==> config.mk <==
export PLATFORM = sky130hd
export DESIGN_NAME = priority_message_queue
export DESIGN_NICKNAME = d
export VERILOG_FILES = /design/src/rtl/core/pmq_pkg.sv /design/src/rtl/core/pmq_ram.sv /design/src/rtl/core/priority_message_queue.sv
export SDC_FILE = /design/constraint.sdc
export NUM_CORES = 2
export LEC_CHECK = 0
export BUFFER_PORTS_ARGS = -buffer_cell sky130_fd_sc_hd__buf_2
export CAP_MARGIN = 20
export CORE_UTILIZATION = 48
export DETAILED_ROUTE_END_ITERATION = 10
export GPL_TIMING_DRIVEN = 0
export PLACE_DENSITY_LB_ADDON = 0.3
export SLEW_MARGIN = 20
export SYNTH_ARGS = -nofsm -noshare
export SYNTH_HDL_FRONTEND = slang
export SYNTH_SLANG_ARGS = --single-unit
==> constraint.sdc <==
create_clock -name clk -period 6.3 [get_ports clk]
set_clock_uncertainty 0.15 [all_clocks]
set_input_delay 0.315 -clock clk [delete_from_list [all_inputs] [get_ports clk]]
set_output_delay 0.315 -clock clk [all_outputs]
set_load 0.005 [all_outputs]
==> src/rtl/core/pmq_pkg.sv <==
package pmq_pkg;

  localparam int CAPACITY  = 16;
  localparam int PRIO_BITS = 15;

  localparam int IDX_W     = $clog2(CAPACITY);
  localparam int CNT_W     = $clog2(CAPACITY + 1);
  localparam int MAXMSG_W  = 5;
  localparam int SIZE_W    = 16;
  localparam int CMP_W     = (CNT_W > MAXMSG_W) ? CNT_W : MAXMSG_W;
  localparam int CFG_IDX_W = 2;
  localparam int CFG_DAT_W = 16;

  localparam logic [MAXMSG_W-1:0] MAX_MESSAGES_RST     = 5'd10;
  localparam logic [SIZE_W-1:0]   MAX_MESSAGE_SIZE_RST = 16'd8192;

  localparam logic [CFG_IDX_W-1:0] REG_MAX_MESSAGES     = 2'd0;
  localparam logic [CFG_IDX_W-1:0] REG_MAX_MESSAGE_SIZE = 2'd1;

  localparam logic ACT_SEND    = 1'b0;
  localparam logic ACT_RECEIVE = 1'b1;

  localparam logic [2:0] ST_OK        = 3'd0;
  localparam logic [2:0] ST_TOO_LONG  = 3'd1;
  localparam logic [2:0] ST_FULL      = 3'd2;
  localparam logic [2:0] ST_SMALL_BUF = 3'd3;
  localparam logic [2:0] ST_EMPTY     = 3'd4;

  typedef struct packed {
    logic        action;
    logic [15:0] msg_length;
    logic [14:0] priority_req;
    logic [31:0] payload_handle;
  } in_req_t;

  typedef struct packed {
    logic [2:0]  status;
    logic [15:0] out_length;
    logic [14:0] out_priority;
    logic [31:0] out_payload;
    logic [4:0]  queued_count;
  } out_rsp_t;

  typedef struct packed {
    logic [PRIO_BITS-1:0] prio;
    logic [15:0]          length;
    logic [31:0]          payload;
  } entry_t;

  localparam int ENTRY_W = $bits(entry_t);

  typedef enum logic [4:0] {
    S_IDLE   = 5'b00001,
    S_RDHEAD = 5'b00010,
    S_SCAN   = 5'b00100,
    S_PLACE  = 5'b01000,
    S_RESP   = 5'b10000
  } state_t;

  function automatic logic [IDX_W-1:0] wrap_add(input logic [IDX_W-1:0] a,
                                                input logic [IDX_W-1:0] b);
    logic [IDX_W:0] s;
    s = {1'b0, a} + {1'b0, b};
    if (s >= (IDX_W+1)'(CAPACITY)) s = s - (IDX_W+1)'(CAPACITY);
    return s[IDX_W-1:0];
  endfunction

endpackage

==> src/rtl/core/pmq_ram.sv <==
module pmq_ram #(
  parameter int WIDTH = 8,
  parameter int DEPTH = 16
) (
  input  logic                     clk,
  input  logic                     we,
  input  logic [$clog2(DEPTH)-1:0] waddr,
  input  logic [WIDTH-1:0]         wdata,
  input  logic [$clog2(DEPTH)-1:0] raddr,
  output logic [WIDTH-1:0]         rdata
);

  logic [WIDTH-1:0] mem [DEPTH];

  always_ff @(posedge clk) begin
    if (we) mem[waddr] <= wdata;
    rdata <= mem[raddr];
  end

endmodule

==> src/rtl/core/priority_message_queue.sv <==
// A refused request or a send into an empty queue answers in the cycle after acceptance;
// a receive first passes S_RDHEAD; a send into a non-empty queue first passes S_SCAN (and S_PLACE).
// Throughput: one request at a time; the sorted insert walks back from the tail through the
// entry RAM, one read, one priority compare and one shifted write per cycle.
// Reset (synchronous, rst_n low) empties the queue and loads max_messages 10, size 8192;
// entry RAM contents are not cleared.
module priority_message_queue (
  input  logic                              clk,
  input  logic                              rst_n,
  input  logic                              in_valid,
  output logic                              in_stall,
  input  pmq_pkg::in_req_t                  in_data,
  output logic                              out_valid,
  input  logic                              out_stall,
  output pmq_pkg::out_rsp_t                 out_data,
  input  logic                              cfg_we,
  input  logic [pmq_pkg::CFG_IDX_W-1:0]     cfg_index,
  input  logic [pmq_pkg::CFG_DAT_W-1:0]     cfg_wdata
);

  pmq_pkg::state_t                  state_r, state_nxt;
  logic [pmq_pkg::IDX_W-1:0]        head_r, head_nxt;
  logic [pmq_pkg::CNT_W-1:0]        count_r, count_nxt;
  logic [pmq_pkg::IDX_W-1:0]        j_r, j_nxt;
  pmq_pkg::entry_t                  ent_r, ent_nxt;
  pmq_pkg::out_rsp_t                out_r, out_nxt;
  logic [pmq_pkg::MAXMSG_W-1:0]     max_msgs_r;
  logic [pmq_pkg::SIZE_W-1:0]       max_size_r;

  logic                             ram_we;
  logic [pmq_pkg::IDX_W-1:0]        ram_waddr;
  pmq_pkg::entry_t                  ram_wdata;
  logic [pmq_pkg::IDX_W-1:0]        ram_raddr;
  pmq_pkg::entry_t                  ram_rdata;

  logic                             accept;
  logic                             full;
  pmq_pkg::entry_t                  new_ent;
  logic [pmq_pkg::CNT_W-1:0]        count_inc;
  logic [pmq_pkg::CNT_W-1:0]        count_dec;

  pmq_ram #(
    .WIDTH (pmq_pkg::ENTRY_W),
    .DEPTH (pmq_pkg::CAPACITY)
  ) u_ram (
    .clk   (clk),
    .we    (ram_we),
    .waddr (ram_waddr),
    .wdata (ram_wdata),
    .raddr (ram_raddr),
    .rdata (ram_rdata)
  );

  assign accept    = in_valid && !in_stall;
  assign in_stall  = (state_r != pmq_pkg::S_IDLE);
  assign out_valid = (state_r == pmq_pkg::S_RESP);
  assign out_data  = out_r;
  assign count_inc = count_r + 1'b1;
  assign count_dec = count_r - 1'b1;

  assign full = (pmq_pkg::CMP_W'(count_r) >= pmq_pkg::CMP_W'(max_msgs_r)) ||
                (pmq_pkg::CMP_W'(count_r) >= pmq_pkg::CMP_W'(pmq_pkg::CAPACITY));

  always_comb begin
    new_ent.prio    = pmq_pkg::PRIO_BITS'(in_data.priority_req);
    new_ent.length  = in_data.msg_length;
    new_ent.payload = in_data.payload_handle;
  end

  always_comb begin
    state_nxt = state_r;
    head_nxt  = head_r;
    count_nxt = count_r;
    j_nxt     = j_r;
    ent_nxt   = ent_r;
    out_nxt   = out_r;
    ram_we    = 1'b0;
    ram_waddr = head_r;
    ram_wdata = ent_r;
    ram_raddr = head_r;
    case (state_r)
      pmq_pkg::S_IDLE: begin
        out_nxt.out_length   = '0;
        out_nxt.out_priority = '0;
        out_nxt.out_payload  = '0;
        out_nxt.queued_count = 5'(count_r);
        ram_raddr = pmq_pkg::wrap_add(head_r, pmq_pkg::IDX_W'(count_dec));
        if (accept) begin
          state_nxt = pmq_pkg::S_RESP;
          ent_nxt   = new_ent;
          if (in_data.action == pmq_pkg::ACT_SEND) begin
            if (in_data.msg_length > max_size_r) begin
              out_nxt.status = pmq_pkg::ST_TOO_LONG;
            end else if (full) begin
              out_nxt.status = pmq_pkg::ST_FULL;
            end else if (count_r == '0) begin
              out_nxt.status       = pmq_pkg::ST_OK;
              out_nxt.queued_count = 5'(count_inc);
              ram_we    = 1'b1;
              ram_waddr = head_r;
              ram_wdata = new_ent;
              count_nxt = count_inc;
            end else begin
              out_nxt.status = pmq_pkg::ST_OK;
              j_nxt     = pmq_pkg::IDX_W'(count_dec);
              state_nxt = pmq_pkg::S_SCAN;
            end
          end else begin
            ram_raddr = head_r;
            if (in_data.msg_length < max_size_r) begin
              out_nxt.status = pmq_pkg::ST_SMALL_BUF;
            end else if (count_r == '0) begin
              out_nxt.status = pmq_pkg::ST_EMPTY;
            end else begin
              out_nxt.status = pmq_pkg::ST_OK;
              state_nxt      = pmq_pkg::S_RDHEAD;
            end
          end
        end
      end
      pmq_pkg::S_RDHEAD: begin
        out_nxt.out_length   = ram_rdata.length;
        out_nxt.out_priority = 15'(ram_rdata.prio);
        out_nxt.out_payload  = ram_rdata.payload;
        out_nxt.queued_count = 5'(count_dec);
        head_nxt  = pmq_pkg::wrap_add(head_r, pmq_pkg::IDX_W'(1));
        count_nxt = count_dec;
        state_nxt = pmq_pkg::S_RESP;
      end
      pmq_pkg::S_SCAN: begin
        ram_we    = 1'b1;
        ram_waddr = pmq_pkg::wrap_add(head_r, j_r + 1'b1);
        ram_raddr = pmq_pkg::wrap_add(head_r, j_r - 1'b1);
        if (ram_rdata.prio < ent_r.prio) begin
          ram_wdata = ram_rdata;
          if (j_r == '0) begin
            state_nxt = pmq_pkg::S_PLACE;
          end else begin
            j_nxt = j_r - 1'b1;
          end
        end else begin
          ram_wdata            = ent_r;
          count_nxt            = count_inc;
          out_nxt.queued_count = 5'(count_inc);
          state_nxt            = pmq_pkg::S_RESP;
        end
      end
      pmq_pkg::S_PLACE: begin
        ram_we               = 1'b1;
        ram_waddr            = head_r;
        ram_wdata            = ent_r;
        count_nxt            = count_inc;
        out_nxt.queued_count = 5'(count_inc);
        state_nxt            = pmq_pkg::S_RESP;
      end
      pmq_pkg::S_RESP: begin
        if (!out_stall) state_nxt = pmq_pkg::S_IDLE;
      end
      default: begin
        state_nxt = pmq_pkg::S_IDLE;
      end
    endcase
  end

  always_ff @(posedge clk) begin
    if (!rst_n) begin
      state_r    <= pmq_pkg::S_IDLE;
      head_r     <= '0;
      count_r    <= '0;
      max_msgs_r <= pmq_pkg::MAX_MESSAGES_RST;
      max_size_r <= pmq_pkg::MAX_MESSAGE_SIZE_RST;
    end else begin
      state_r <= state_nxt;
      head_r  <= head_nxt;
      count_r <= count_nxt;
      if (cfg_we) begin
        case (cfg_index)
          pmq_pkg::REG_MAX_MESSAGES:     max_msgs_r <= pmq_pkg::MAXMSG_W'(cfg_wdata);
          pmq_pkg::REG_MAX_MESSAGE_SIZE: max_size_r <= pmq_pkg::SIZE_W'(cfg_wdata);
          default: begin
          end
        endcase
      end
    end
  end

  always_ff @(posedge clk) begin
    j_r   <= j_nxt;
    ent_r <= ent_nxt;
    out_r <= out_nxt;
  end

  a_count_bound: assert property (@(posedge clk) disable iff (!rst_n)
    pmq_pkg::CMP_W'(count_r) <= pmq_pkg::CMP_W'(pmq_pkg::CAPACITY))
    else $error("queue count above capacity");

  a_scan_in_range: assert property (@(posedge clk) disable iff (!rst_n)
    (state_r == pmq_pkg::S_SCAN) |-> (pmq_pkg::CNT_W'(j_r) < count_r))
    else $error("scan index outside held entries");

  a_busy_after_accept: assert property (@(posedge clk) disable iff (!rst_n)
    accept |=> in_stall)
    else $error("request taken while busy");

  a_error_zero_fields: assert property (@(posedge clk) disable iff (!rst_n)
    (out_valid && out_data.status != pmq_pkg::ST_OK) |->
      (out_data.out_length == '0 && out_data.out_priority == '0 &&
       out_data.out_payload == '0))
    else $error("refused request carries message fields");

  a_refused_keeps_count: assert property (@(posedge clk) disable iff (!rst_n)
    (out_valid && out_data.status != pmq_pkg::ST_OK) |->
      (5'(count_r) == out_data.queued_count))
    else $error("count changed on refused request");

endmodule
==> summary.txt <==
Finish
  – Layout Nets: 3033
  – Layout cells sized above 1: 0.2544
  – Post-Layout Inst Area: 57580 um^2
  – Final Non-Filler Cells: 4300
  – Synthesis-to-layout area growth: 18.87%

Synth
  – #FFs+latches synth: around 1200
  – Synth area leader: edfxtp_1
  – Register area share after synthesis: 0.7510
  – Synth area leaders: edfxtp_1 71%, mux4_2 12%, mux2i_1 4.2%
  – Warnings from Yosys: 0
  – Area share of the leading cell type in the synthesized netlist: 0.7105
  – Netlist cell types: 63
  – Cells after synthesis: between 2000 and 2500
  – Post-synthesis cell area: 48440 um^2
  – Ys async rst share: 0
  – Avg Cell Area, Syn: 19.72 um^2
  – Syn nets: 2595
  – Post-synth EDFFs: about 1100
  – Main flop type after synthesis: edfxtp_1

Worst setup path
  – Critical Path, Cell by Cell: nor4b_2 -> and2b_1 -> inv_2 -> nor2_4 -> buf_12 -> nand3_2 -> nor3_2 -> buf_2 -> clkbuf_1 -> a221o_1
  – Nature of the critical path endpoint: flop
  – Worst path max stage delay: between 0.9 and 1 ns
  – Crit path DAT: 5.54 ns
  – Worst Path Max Fanout: 20
  – Setup CP Type: flop to flop
  – Worst Setup Start Kind: flop
  – Worst Path Required: 6.57 ns
  – Slowest cell on the critical path: clkbuf_1

Placement
  – DP Area: 52740 um^2
  – GPL Wtd Cong: 0.8280
  – IO buf count: 158
  – Pre-CTS WS: 1.127 ns
  – Detailed Place HPWL: 83190 um
  – Placed cells: 3984

Route
  – Routed wire per std cell: around 30 um
  – 1st-iter DRT viols: 3454
  – Antenna-violating nets left: 0
  – Residual DRC: 0
  – Detail-routed via count per cell: 6.058
  – Vias: 26050
  – Routed wire length: around 130000 um
  – First-pass DRT Iterations: 6

CTS
  – Resized Gates After CTS: 0
  – CTS root buf: clkbuf_16
  – Hold_buf cts: slightly below 90
  – Clock Tree Buf Depth: 3
  – TritonCTS Buffers: around 120
  – Clock slew at reported path FFs: ~0.060 ns
  – Setup bufs post-CTS: 0
  – Worst skew pair latency: approximately 0.71 ns
  – TritonCTS sink count: 1244
  – CTS tree: yes
  – CTS H-Tree Depth: 3

Timing
  – Final WS setup: between 1 and 1.5 ns
  – WHS: 0.06676 ns
  – Unrepaired setup endpoints after global routing: false
  – Fin crit share: 0.8367
  – Max-slew headroom: 0.1558
  – Worst Tran Pin Value: between 1 and 1.5 ns
  – Minimum clock period: 5.271 ns
  – Fin. Hold Viols: 0
  – Highest Clock Rate: about 190 MHz
  – Setup violations, final: 0
  – Final max-slew violation count: 0
  – Fin Setup TNS: 0 ns

Die
  – Initial Utilization: 0.4844
  – Die width: between 300 and 400 um
  – Std cell rows: 116
  – Die ar.: a little over 100000 um^2
  – DIE HEIGHT: about 320 um
  – I/O pin cnt: 160
  – Core area: 100000 um^2

Power
  – Maximum vdd drop: 231.6 uV
  – P per Cell Area: about 390 nW/um^2
  – Lkg Pwr: 20.00 nW

Outcome
  – Status: complete, no violations

Global route
  – Grt total ovfl: 0
  – First-pass GRT wire length: 182600 um
  – Global-route usage over all layers: 0.2520
  – Initial antenna violation count: 6
  – Pin count of the biggest net entering global routing: 36
  – Vias in the first global route: 26100

Run
  – Max-cap violations: 0

Worst hold path
  – Hold Path Class: input pin to flop
## logic make-up after synthesis
family,synth area share
XOR/XNOR,0.003616
AO/OA/AOI/OAI,0.02676
flip-flops,0.7510
multiplexers,0.1582
adder cells (fa/ha/maj),0.01390
buffers and inverters,0.02051
AND/OR/NAND/NOR,0.02604
## critical path, delay by kind of cell, from the launching register on
family	cells	cell delay, ns
buf+inv	4	1.89
compound gates	1	0.67
flops	1	0.40
simple gates	5	1.85
## power breakdown
group          internal (W)  leakage, nW  switching, W
registers           0.00992         11.3      0.000186
clock network       0.00409         1.92       0.00305
logic               0.00224         6.80       0.00313
## flip-flops by register name (all words and copies together), names as in the netlist, 5 cells and up
signal       cells
count_r          5
max_size_r      16
max_msgs_r       5
state_r          5
u_ram.rdata     63
out_data        71
ent_r           63
u_ram.mem     1008
## through the flow
stage / util / power, W
2_1_floorplan: - / 0.01373
5_1_grt: 0.5757 / 0.02336
3_5_place_dp: 0.5274 / 0.01560
6_report: 0.5758 / 0.02262
4_1_cts: 0.5757 / 0.02273
3_3_place_gp: 0.5085 / 0.01546
## per-layer routing
layer	wire [um]	global-route usage
met5	13	0
met4	4661	0.09744
met3	11210	0.04388
met2	62530	0.4064
met1	50090	0.3440
## cell usage in the layout (no fill, tap or decap), drive strengths merged, types with 4 or more instances in the layout
| cell type | instances |
|---|---|
| a21o | 7 |
| a21oi | 43 |
| a221o | 65 |
| a31oi | 7 |
| and2 | 4 |
| buf | 299 |
| bufinv | 10 |
| clkbuf | 214 |
| clkinv | 41 |
| clkinvlp | 5 |
| dfxtp | 98 |
| dlygate4sd3 | 89 |
| edfxtp | 1146 |
| ha | 49 |
| inv | 112 |
| mux2i | 202 |
| mux4 | 250 |
| nand2 | 60 |
| nand2b | 4 |
| nand3 | 17 |
| nand4 | 8 |
| nor2 | 173 |
| nor2b | 5 |
| nor3 | 9 |
| o21ai | 17 |
| xnor2 | 10 |
| xor2 | 10 |
## final timing paths
path / start / endpoint / slack, ns / cells past startpoint
worst max-delay path: state_r[1] / u_ram.mem[12][15] / 1.03 / 10
worst min-delay path: cfg_we / max_size_r[3] / 0.07 / 4
worst max register to register: state_r[1] / u_ram.mem[12][15] / 1.03 / 10
worst min register to register: max_size_r[15] / max_size_r[15] / 0.31 / 2
## synthesized netlist by cell type, types with 8 or more instances
library cell  instances
a21oi_1              42
a221o_1              65
buf_2                50
clkbuf_1             47
dfxtp_1              98
edfxtp_1           1146
ha_1                 49
inv_1               109
mux2i_1             202
mux4_2              250
nand2_1              60
nand3_1              16
nand4_1               8
nor2_1              172
o21ai_0              15
xnor2_1              10
xor2_1               10
## cell type report
type | count | area (um^2)
fill | 7140 | 42420
clock buffer | 167 | 3328
clock inverter | 57 | 606.8
inverter | 111 | 416.7
timing repair buffer | 319 | 3420
tap | 1298 | 1624
sequential | 1244 | 36370
multi-input combinational | 985 | 11210
buffer | 116 | 586.8
antenna | 3 | 7.507
(Power assumes the default switching activity.)
